===== src/hdl/ahs_pkg.sv =====
package ahs_pkg;

  // Command codes carried in tuser
  typedef enum logic [1:0] {
    CMD_WRITE_SLOT = 2'd0,
    CMD_CLEAR_SLOT = 2'd1,
    CMD_WRITE_TYPE = 2'd2,
    CMD_QUERY      = 2'd3
  } cmd_t;

  localparam int POS_W   = 16;
  localparam int COORD_W = 18;   // exact bound arithmetic, no wrap
  localparam int SLOT_W  = 5;
  localparam int TYPE_W  = 8;
  localparam int HIT_W   = 4;
  localparam int IDX_W   = 9;    // holds any slot index up to 256

  typedef logic signed [POS_W-1:0]   pos_t;
  typedef logic [POS_W-1:0]          dim_t;
  typedef logic signed [COORD_W-1:0] coord_t;

  typedef struct packed {
    coord_t x_lo;
    coord_t x_hi;
    coord_t y_lo;
    coord_t y_hi;
    coord_t z_lo;
    coord_t z_hi;
  } box_t;

  // Query token passed from cell to cell
  typedef struct packed {
    logic              valid;
    logic              found;
    logic [HIT_W-1:0]  hit_slot;
    logic [SLOT_W-1:0] start;
    logic [SLOT_W-1:0] ignore;
    box_t              q;
  } token_t;

  // Table update broadcast to every cell
  typedef struct packed {
    logic              ent_we;
    logic              dims_we;
    logic              clr;
    logic [SLOT_W-1:0] slot;
    logic [TYPE_W-1:0] etype;
    pos_t              px;
    pos_t              py;
    pos_t              pz;
    dim_t              rad;
    dim_t              hgt;
  } upd_t;

  function automatic coord_t sext(input pos_t v);
    sext = {{(COORD_W - POS_W){v[POS_W-1]}}, v};
  endfunction

  function automatic box_t entity_box(input pos_t px, input pos_t py, input pos_t pz,
                                      input dim_t rad, input dim_t hgt);
    coord_t hr;
    coord_t hh;
    dim_t   ywrap;
    box_t   b;
    hr    = {{(COORD_W - POS_W + 1){1'b0}}, rad[POS_W-1:1]};
    hh    = {{(COORD_W - POS_W + 1){1'b0}}, hgt[POS_W-1:1]};
    ywrap = dim_t'(py) - {1'b0, hgt[POS_W-1:1]};
    b.x_lo = sext(px) - hr;
    b.x_hi = sext(px) + hr;
    b.y_lo = sext(pos_t'(ywrap)) - hh;
    b.y_hi = sext(pos_t'(ywrap)) + hh;
    b.z_lo = sext(pz) - hr;
    b.z_hi = sext(pz) + hr;
    return b;
  endfunction

  function automatic box_t query_box(input pos_t px, input pos_t py, input pos_t pz,
                                     input pos_t ex, input pos_t ey, input pos_t ez);
    box_t b;
    b.x_lo = sext(px) - sext(ex);
    b.x_hi = sext(px) + sext(ex);
    b.y_lo = sext(py) - sext(ey);
    b.y_hi = sext(py) + sext(ey);
    b.z_lo = sext(pz) - sext(ez);
    b.z_hi = sext(pz) + sext(ez);
    return b;
  endfunction

  // Touching counts as overlap
  function automatic logic boxes_overlap(input box_t e, input box_t q);
    logic apart;
    apart = (e.x_hi < q.x_lo) || (e.x_lo > q.x_hi) ||
            (e.y_hi < q.y_lo) || (e.y_lo > q.y_hi) ||
            (e.z_hi < q.z_lo) || (e.z_lo > q.z_hi);
    return !apart;
  endfunction

endpackage


===== src/hdl/ahs_cell.sv =====
module ahs_cell import ahs_pkg::*; #(
  parameter int INDEX = 0
) (
  input  logic   clk,
  input  logic   rst,
  input  upd_t   upd,
  input  token_t tok_in,
  output token_t tok_out
);

  localparam logic [IDX_W-1:0] IDX = IDX_W'(INDEX);

  logic              present;
  logic [TYPE_W-1:0] etype;
  pos_t              px;
  pos_t              py;
  pos_t              pz;
  box_t              box;
  logic              my_slot;
  logic              hit;

  assign my_slot = ({{(IDX_W - SLOT_W){1'b0}}, upd.slot} == IDX);

  assign hit = tok_in.valid && !tok_in.found && present &&
               ({{(IDX_W - SLOT_W){1'b0}}, tok_in.start} <= IDX) &&
               ({{(IDX_W - SLOT_W){1'b0}}, tok_in.ignore} != IDX) &&
               boxes_overlap(box, tok_in.q);

  // Slot contents; the box is rebuilt whenever position or dimensions change
  always_ff @(posedge clk) begin
    if (rst) begin
      present <= 1'b0;
    end else if (upd.ent_we && my_slot) begin
      present <= 1'b1;
    end else if (upd.clr && my_slot) begin
      present <= 1'b0;
    end
    if (upd.ent_we && my_slot) begin
      etype <= upd.etype;
      px    <= upd.px;
      py    <= upd.py;
      pz    <= upd.pz;
      box   <= entity_box(upd.px, upd.py, upd.pz, upd.rad, upd.hgt);
    end else if (upd.dims_we && (upd.etype == etype)) begin
      box   <= entity_box(px, py, pz, upd.rad, upd.hgt);
    end
  end

  // Advance the query token one cell per cycle
  always_ff @(posedge clk) begin
    if (rst) begin
      tok_out.valid <= 1'b0;
      tok_out.found <= 1'b0;
    end else begin
      tok_out.valid <= tok_in.valid;
      tok_out.found <= tok_in.found | hit;
    end
    tok_out.hit_slot <= hit ? HIT_W'(INDEX) : tok_in.hit_slot;
    tok_out.start    <= tok_in.start;
    tok_out.ignore   <= tok_in.ignore;
    tok_out.q        <= tok_in.q;
  end

endmodule


===== config.mk =====
export PLATFORM = sky130hd
export DESIGN_NAME = ahs_cell
export DESIGN_NICKNAME = d
export VERILOG_FILES = /design/src/hdl/ahs_pkg.sv /design/src/hdl/ahs_cell.sv
export SDC_FILE = /design/constraint.sdc
export NUM_CORES = 1
export LEC_CHECK = 0
export ABC_CLOCK_PERIOD_IN_PS = 12900
export BUFFER_PORTS_ARGS = -buffer_cell sky130_fd_sc_hd__buf_2
export CAP_MARGIN = 30
export CORE_MARGIN = 2
export CORE_UTILIZATION = 50
export CTS_CLUSTER_SIZE = 28
export DETAILED_ROUTE_END_ITERATION = 6
export PLACE_DENSITY = 0.84
export RECOVER_POWER = 25
export SYNTH_ARGS = -nofsm -noshare
export SYNTH_HDL_FRONTEND = slang
export SYNTH_SLANG_ARGS = --single-unit
export TNS_END_PERCENT = 20

===== constraint.sdc =====
create_clock -name clk -period 12.9 [get_ports clk]
set_clock_uncertainty 0.1 [all_clocks]
set_input_delay 0.645 -clock clk [delete_from_list [all_inputs] [get_ports clk]]
set_output_delay 0.645 -clock clk [all_outputs]
set_load 0.05 [all_outputs]

==> results.py, run 1 <==
metrics = {
    "sta": {
        "worst_slew_margin_rel_pct": 35.9,
        "worst-slew-pin-transition_ns": 0.952,
        "number_of_endpoints_with_negative_hold_slack_in_the_final_report": 0,
        "timing_max_transition_violations_final": 0,
        "period_needed_ns": 5.79,
        "finalWorstSetupSlack_ns": 7.11,
        "min_period_over_period_pct": 44.9,
        "finalSetupTns_ns": 0,
        "fmax_mhz": 173,
        "finalSetupViolCount": 0,
        "grt_setup_unrepaired": "no",
    },
    "worst_setup_path": {
        "worstSetupPathType": "input pin to flip-flop",
        "r2r_start": "py[0]$_DFFE_PN_",
        "rrSetupSlack_ns": 7.98,
        "cp_data_required_time_ns": 13.11,
        "arrival_ns": 6.00,
        "critPathMaxFanout": 59,
        "crit_start": "upd[88]",
        "end_kind": "flip-flop",
        "timing.critical_path.from_type": "input pin",
        "rr_worst_depth": 18,
        "worst_r2r_endpoint": "box[50]$_DFFE_PP_",
    },
    "final_layout": {
        "final_net_count": 2323,
        "syn_to_final_growth_pct": 19.7,
        "most-common-layout-cells": "sky130_fd_sc_hd__buf_2 (278), sky130_fd_sc_hd__ha_1 (209), sky130_fd_sc_hd__inv_1 (200)",
        "design_area_mm2": 0.0188,
        "drive_above_1_share_pct": 19.0,
        "layout_commonest_cell": "sky130_fd_sc_hd__buf_2",
    },
    "outcome": {
        "status": "finished clean",
    },
    "synthesis": {
        "synthArstFlopShare_pct": 0,
        "synth_seq_area_share_pct": 45.5,
        "netlist_instances": 1536,
        "synthesized_netlist_net_count": 1974,
        "yosysWarningCount": 0,
        "ys_ff_latch": 280,
        "mean_instance_size_in_the_synthesized_netlist_um2": 10.2,
        "postSynth.topFlopCell": "sky130_fd_sc_hd__edfxtp_1",
        "syn_area_mm2": 0.0157,
        "synthDistinctLibCells": 77,
        "synth-edff-count": 155,
    },
    "routing": {
        "finalWirelength_mm": 39.5,
        "drt_iter0_drc": 761,
        "vias": 12397,
        "drt_pass_1_iters": 5,
        "post_drt_via_cell_ratio": 5.35,
        "drc": 0,
        "dr_wl_cell_um": 17.1,
        "antenna_left": 0,
    },
    "clock_network": {
        "tritoncts_clock_tree": "yes",
        "numClockSinks": 280,
        "clockRootBuffer": "sky130_fd_sc_hd__clkbuf_16",
        "htree_levels": 1,
        "post-cts-setup-buffer-count": 0,
        "number_of_buffers_added_by_the_clock_tree_synthesis_step": 31,
        "hold_fix_buffer_count_after_cts": 0,
        "clk_latency_ns": 0.57,
        "clock_input_transition_at_the_sequential_cells_of_the_worst_setup_and_hold_paths_ns": 0.07,
        "cts.path.max_buffers": 3,
        "cts_repair_resize_count": 0,
    },
    "global_route": {
        "grt_util_all_layers_pct": 23.4,
        "grt-ovfl-total": 0,
        "grt_antenna_before_repair": 17,
        "wire_length_of_the_first_global_routing_pass_mm": 61.5,
        "grt_max_degree": 60,
        "first_global_vias": 12503,
    },
    "floorplanning": {
        "die_h_um": 181,
        "width_of_the_die_um": 181,
        "coreArea_mm2": 0.0308,
        "pin_count": 346,
        "floorplan.rows": 64,
        "floorplan.initialDensity_pct": 51.1,
        "dieArea_mm2": 0.0329,
    },
    "place": {
        "dp.final_hpwl_mm": 31.1,
        "port-buffer-count": 343,
        "gp_routability_congestion": 0.881,
        "place_ws_ns": 6.48,
        "dpl-instance-area_mm2": 0.0179,
    },
    "min_path": {
        "worstHoldStart": "tok_in[11]",
        "hold_path.class": "input pin to flip-flop",
        "whs_endpoint": "tok_out[11]$_DFF_P_",
        "holdPathStages": 1,
    },
    "flow_run": {
        "drv_cap": 0,
    },
    "pwr": {
        "worst_ir_drop_vdd_v": 0.000119,
        "leakage_power_total_nw": 8.78,
        "power.density_cell_area_mw_per_mm2": 123,
    },
}
[worst max-delay path, stage by stage]
cell                        delay (ns)
sky130_fd_sc_hd__buf_2            0.09
sky130_fd_sc_hd__or4_1            0.52
sky130_fd_sc_hd__nor2_2           0.16
sky130_fd_sc_hd__nand2_4          0.18
sky130_fd_sc_hd__clkinv_2         0.67
sky130_fd_sc_hd__nand2_1          0.14
sky130_fd_sc_hd__nand2_1          0.14
sky130_fd_sc_hd__ha_1             0.24
sky130_fd_sc_hd__nor2b_1          0.15
sky130_fd_sc_hd__o2111a_1         0.26
sky130_fd_sc_hd__or4_4            0.57
sky130_fd_sc_hd__a31o_2           0.26
sky130_fd_sc_hd__a21oi_1          0.17
sky130_fd_sc_hd__xnor2_1          0.16
sky130_fd_sc_hd__ha_1             0.36
sky130_fd_sc_hd__nor3_1           0.29
sky130_fd_sc_hd__nand3_1          0.14
sky130_fd_sc_hd__a31oi_1          0.46
sky130_fd_sc_hd__mux2i_1          0.25
sky130_fd_sc_hd__o2111ai_1        0.12
[synth_stat cells (all sizes together), types with 12 or more instances]
cell type	count	area, um2
edfxtp	155	4650
nor3	28	150
ha	209	2620
inv	200	751
nand2b	25	156
nand2	176	668
o21bai	12	90.1
o211ai	15	113
a31oi	12	90.1
a21oi	93	469
nand3	23	115
dfxtp	125	2500
xnor2	67	606
a21o	23	173
or3	19	119
xor2	22	193
nor2	59	224
o21ai	47	239
a211oi	15	113
clkbuf	28	105
nor2b	20	125
[worst max-delay path by stage]
stage / to / slack, ns / depth (start not counted)
final: box[50]$_DFFE_PP_ / 7.11 / 20
after global routing: box[50]$_DFFE_PP_ / 6.69 / 20
after CTS: box[50]$_DFFE_PP_ / 7.09 / 20
after detailed placement: box[50]$_DFFE_PP_ / 6.48 / 20
after global placement: box[68]$_DFFE_PP_ / 6.67 / 20
after floorplan: box[100]$_DFFE_PP_ / 0.90 / 4
[through the flow]
stage	cells	total power [mW]	util (%)	hold slack [ns]
2_1_floorplan	1536	1.33	-	0.326
3_5_place_dp	2248	1.46	58.0	0.363
5_1_grt	2313	2.41	61.1	0.0720
3_3_place_gp	2247	1.44	57.9	0.350
4_1_cts	2306	2.33	61.3	0.0606
6_report	2316	2.32	61.1	0.0827
[kinds of logic after synthesis]
kind of cell | Yosys count | synth area share [%]
multiplexers | 10 | 0.835
AND/OR/NAND/NOR | 407 | 12.5
XOR/XNOR | 89 | 5.07
buffers and inverters | 233 | 5.62
adder cells (fa/ha/maj) | 216 | 17.5
flip-flops | 280 | 45.5
AO/OA/AOI/OAI | 301 | 13.0
[power breakdown]
group	leakage, nW	switching, mW	total, mW	internal (mW)
logic	5.83	0.284	0.451	0.166
registers	2.46	0.00643	0.989	0.983
clock network	0.502	0.370	0.877	0.507
[per-layer routing]
metal	vias to the layer above	wire length (um)	GRT usage [%]	share of wire, %
met5	-	92	0	0.23
met2	451	19900	43.4	50
met1	5746	15300	26.5	39
met4	14	1450	8.68	3.7
li1	6084	-	-	-
met3	102	2730	5.01	6.9
[state kept, by name, summed over array words and instances, names as in the netlist]
| signal | cells |
|---|---|
| box | 99 |
| px | 16 |
| etype | 8 |
| py | 16 |
| present | 1 |
| tok_out | 124 |
| pz | 16 |
[layout make-up]
| type | instances | area (um2) |
|---|---|---|
| diodes | 10 | 25.0 |
| clock buffers | 41 | 887 |
| clock inverters | 17 | 143 |
| fillers | 2582 | 12000 |
| inverters | 201 | 756 |
| multi-input cells | 1023 | 7700 |
| flip-flops and latches | 280 | 7160 |
| well taps | 396 | 495 |
| repair buffers | 348 | 1680 |
Power figures use the tool's default switching activity.
==> run 2, diff against run 1 <==
Settings changed: ABC_CLOCK_PERIOD_IN_PS 12900 to 5900.
Clock period 12.9 ns to 5.9 ns, I/O delays scaled along.
==> results.py, run 2 (synthesized netlist as in run 1, its figures left out) <==
metrics = {
    "outcome": {
        "status": "finished clean",
    },
    "clock_network": {
        "clockRootBuffer": "sky130_fd_sc_hd__clkbuf_16",
        "cts.path.max_buffers": 3,
        "clock_input_transition_at_the_sequential_cells_of_the_worst_setup_and_hold_paths_ns": 0.06,
        "clk_latency_ns": 0.53,
        "htree_levels": 2,
        "post-cts-setup-buffer-count": 0,
        "hold_fix_buffer_count_after_cts": 182,
        "tritoncts_clock_tree": "yes",
        "cts_repair_resize_count": 0,
        "number_of_buffers_added_by_the_clock_tree_synthesis_step": 34,
        "numClockSinks": 280,
    },
    "final_layout": {
        "drive_above_1_share_pct": 15.1,
        "layout_commonest_cell": "sky130_fd_sc_hd__buf_2",
        "max_flop_register": "tok_out",
        "top_regs": "tok_out x124, box x99",
        "fillCellCount": 2285,
        "post-route-util_pct": 67.4,
        "final_net_count": 2512,
        "most-common-layout-cells": "sky130_fd_sc_hd__buf_2 (226), sky130_fd_sc_hd__ha_1 (209), sky130_fd_sc_hd__inv_1 (200)",
        "syn_to_final_growth_pct": 32.0,
        "largest_reg_flops": 124,
    },
    "sta": {
        "timing_max_transition_violations_final": 0,
        "number_of_endpoints_with_negative_hold_slack_in_the_final_report": 0,
        "finalSetupViolCount": 0,
        "worst-slew-pin-transition_ns": 0.771,
        "worst_slew_margin_rel_pct": 47.3,
        "min_period_over_period_pct": 86.1,
        "grt_setup_unrepaired": "no",
        "period_needed_ns": 5.08,
        "fmax_mhz": 197,
        "finalSetupTns_ns": 0,
    },
    "floorplanning": {
        "dieArea_mm2": 0.0329,
        "coreArea_mm2": 0.0308,
        "width_of_the_die_um": 181,
        "floorplan.initialDensity_pct": 51.1,
        "die_h_um": 181,
        "pin_count": 346,
        "floorplan.rows": 64,
    },
    "place": {
        "dp.final_hpwl_mm": 31.6,
        "gp_routability_congestion": 0.896,
        "port-buffer-count": 343,
    },
    "global_route": {
        "grt_antenna_before_repair": 6,
        "grt_max_degree": 52,
        "grt-ovfl-total": 0,
        "grt_util_all_layers_pct": 26.7,
        "first_global_vias": 13962,
        "wire_length_of_the_first_global_routing_pass_mm": 69.9,
    },
    "pwr": {
        "power.density_cell_area_mw_per_mm2": 261,
        "worst_ir_drop_vdd_v": 0.000279,
        "leakage_power_total_nw": 9.51,
    },
    "flow_run": {
        "drv_cap": 0,
    },
    "worst_setup_path": {
        "end_kind": "flip-flop",
        "rr_worst_depth": 18,
        "arrival_ns": 5.24,
        "worstSetupPathType": "input pin to flip-flop",
        "worst_path_largest_cell_delay_ns": 0.52,
        "path_common_cell": "sky130_fd_sc_hd__o21bai_1",
        "cp_slowest_cell": "sky130_fd_sc_hd__or4_1",
        "logic_depth_of_the_worst_setup_path_including_buffers": 22,
        "timing.critical_path.from_type": "input pin",
        "critPathMaxFanout": 8,
        "critical_path_cell_by_cell": "buf_2 > or4_1 > nor2_2 > nand2_4 > mux2i_1 > ha_1 > inv_1 > fa_1 > a21o_1 > a21oi_1 > o21bai_1 > a21oi_1 > o21bai_1 > and2_1 > a311oi_1 > ha_1 > nor2b_1 > o21bai_1 > inv_1 > a31oi_1 > mux2i_1 > o2111ai_1",
        "timing.critical_path.buf_inv": 3,
        "cp_data_required_time_ns": 6.06,
        "cp_top_family": "compound AO/OA/AOI/OAI gates",
    },
    "routing": {
        "finalWirelength_mm": 45.0,
        "drc": 0,
        "drt_pass_1_iters": 5,
        "dr_wl_cell_um": 18.0,
        "post_drt_via_cell_ratio": 5.40,
        "vias": 13508,
        "antenna_left": 0,
        "drt_iter0_drc": 828,
    },
    "min_path": {
        "hold_path.class": "input pin to flip-flop",
        "holdPathStages": 2,
    },
}
[run 2: cell count changes in the layout (fill, tap and decap cells not counted), sizes merged]
cell / change
clkinvlp: -4
clkbuf: +60
dlygate4sd3: +182
clkdlybuf4s15: -1
buf: -48
diode: -4
bufinv: +1
inv: +1
clkinv: -1
[run 2: power by group]
part	switching [mW]	internal (mW)
Sequential	0.0164	2.15
Clock	0.836	1.32
Combinational	0.660	0.441
Total	1.51	3.91
[run 2: final timing paths]
kind | start | endpoint | slack, ns
setup / recovery | upd[88] | box[50]$_DFFE_PP_ | 0.82
hold / removal | upd[1] | box[54]$_DFFE_PP_ | 0.02
setup reg to reg | py[0]$_DFFE_PN_ | box[50]$_DFFE_PP_ | 1.23
hold reg to reg | present$_SDFFE_PP0P_ | present$_SDFFE_PP0P_ | 0.37
[run 2: cell type report]
type | count | area [um2] | area share, %
flip-flops and latches | 280 | 7160 | 34.5
clock buffers | 48 | 1030 | 4.96
repair buffers | 534 | 3460 | 16.6
multi-input cells | 1023 | 7720 | 37.2
well taps | 396 | 495 | 2.39
clock inverters | 14 | 144 | 0.693
diodes | 6 | 15.0 | 0.0723
inverters | 201 | 756 | 3.64
[run 2: stage by stage]
stage / total power [mW] / std cells / hold WS, ns / worst slack (ns) / instance area, um2
detailed placement: 3.19 / 2252 / 0.311 / 0.365 / 17900
floorplan: 2.91 / 1536 / 0.223 / 0.635 / 15800
global route: 5.63 / 2502 / 0.0284 / 0.472 / 20800
finish: 5.42 / 2502 / 0.0247 / 0.819 / 20800
CTS: 5.42 / 2496 / 0.00340 / 0.878 / 20900
global placement: 3.16 / 2251 / 0.307 / 0.507 / 17900
[run 2: per-layer routing]
metal	vias to the layer above	part of all wire [%]	GRT usage, %
met2	542	51	49.8
li1	6451	-	-
met5	-	0	0
met3	134	6.3	4.23
met4	0	4.0	11.0
met1	6381	39	30.3
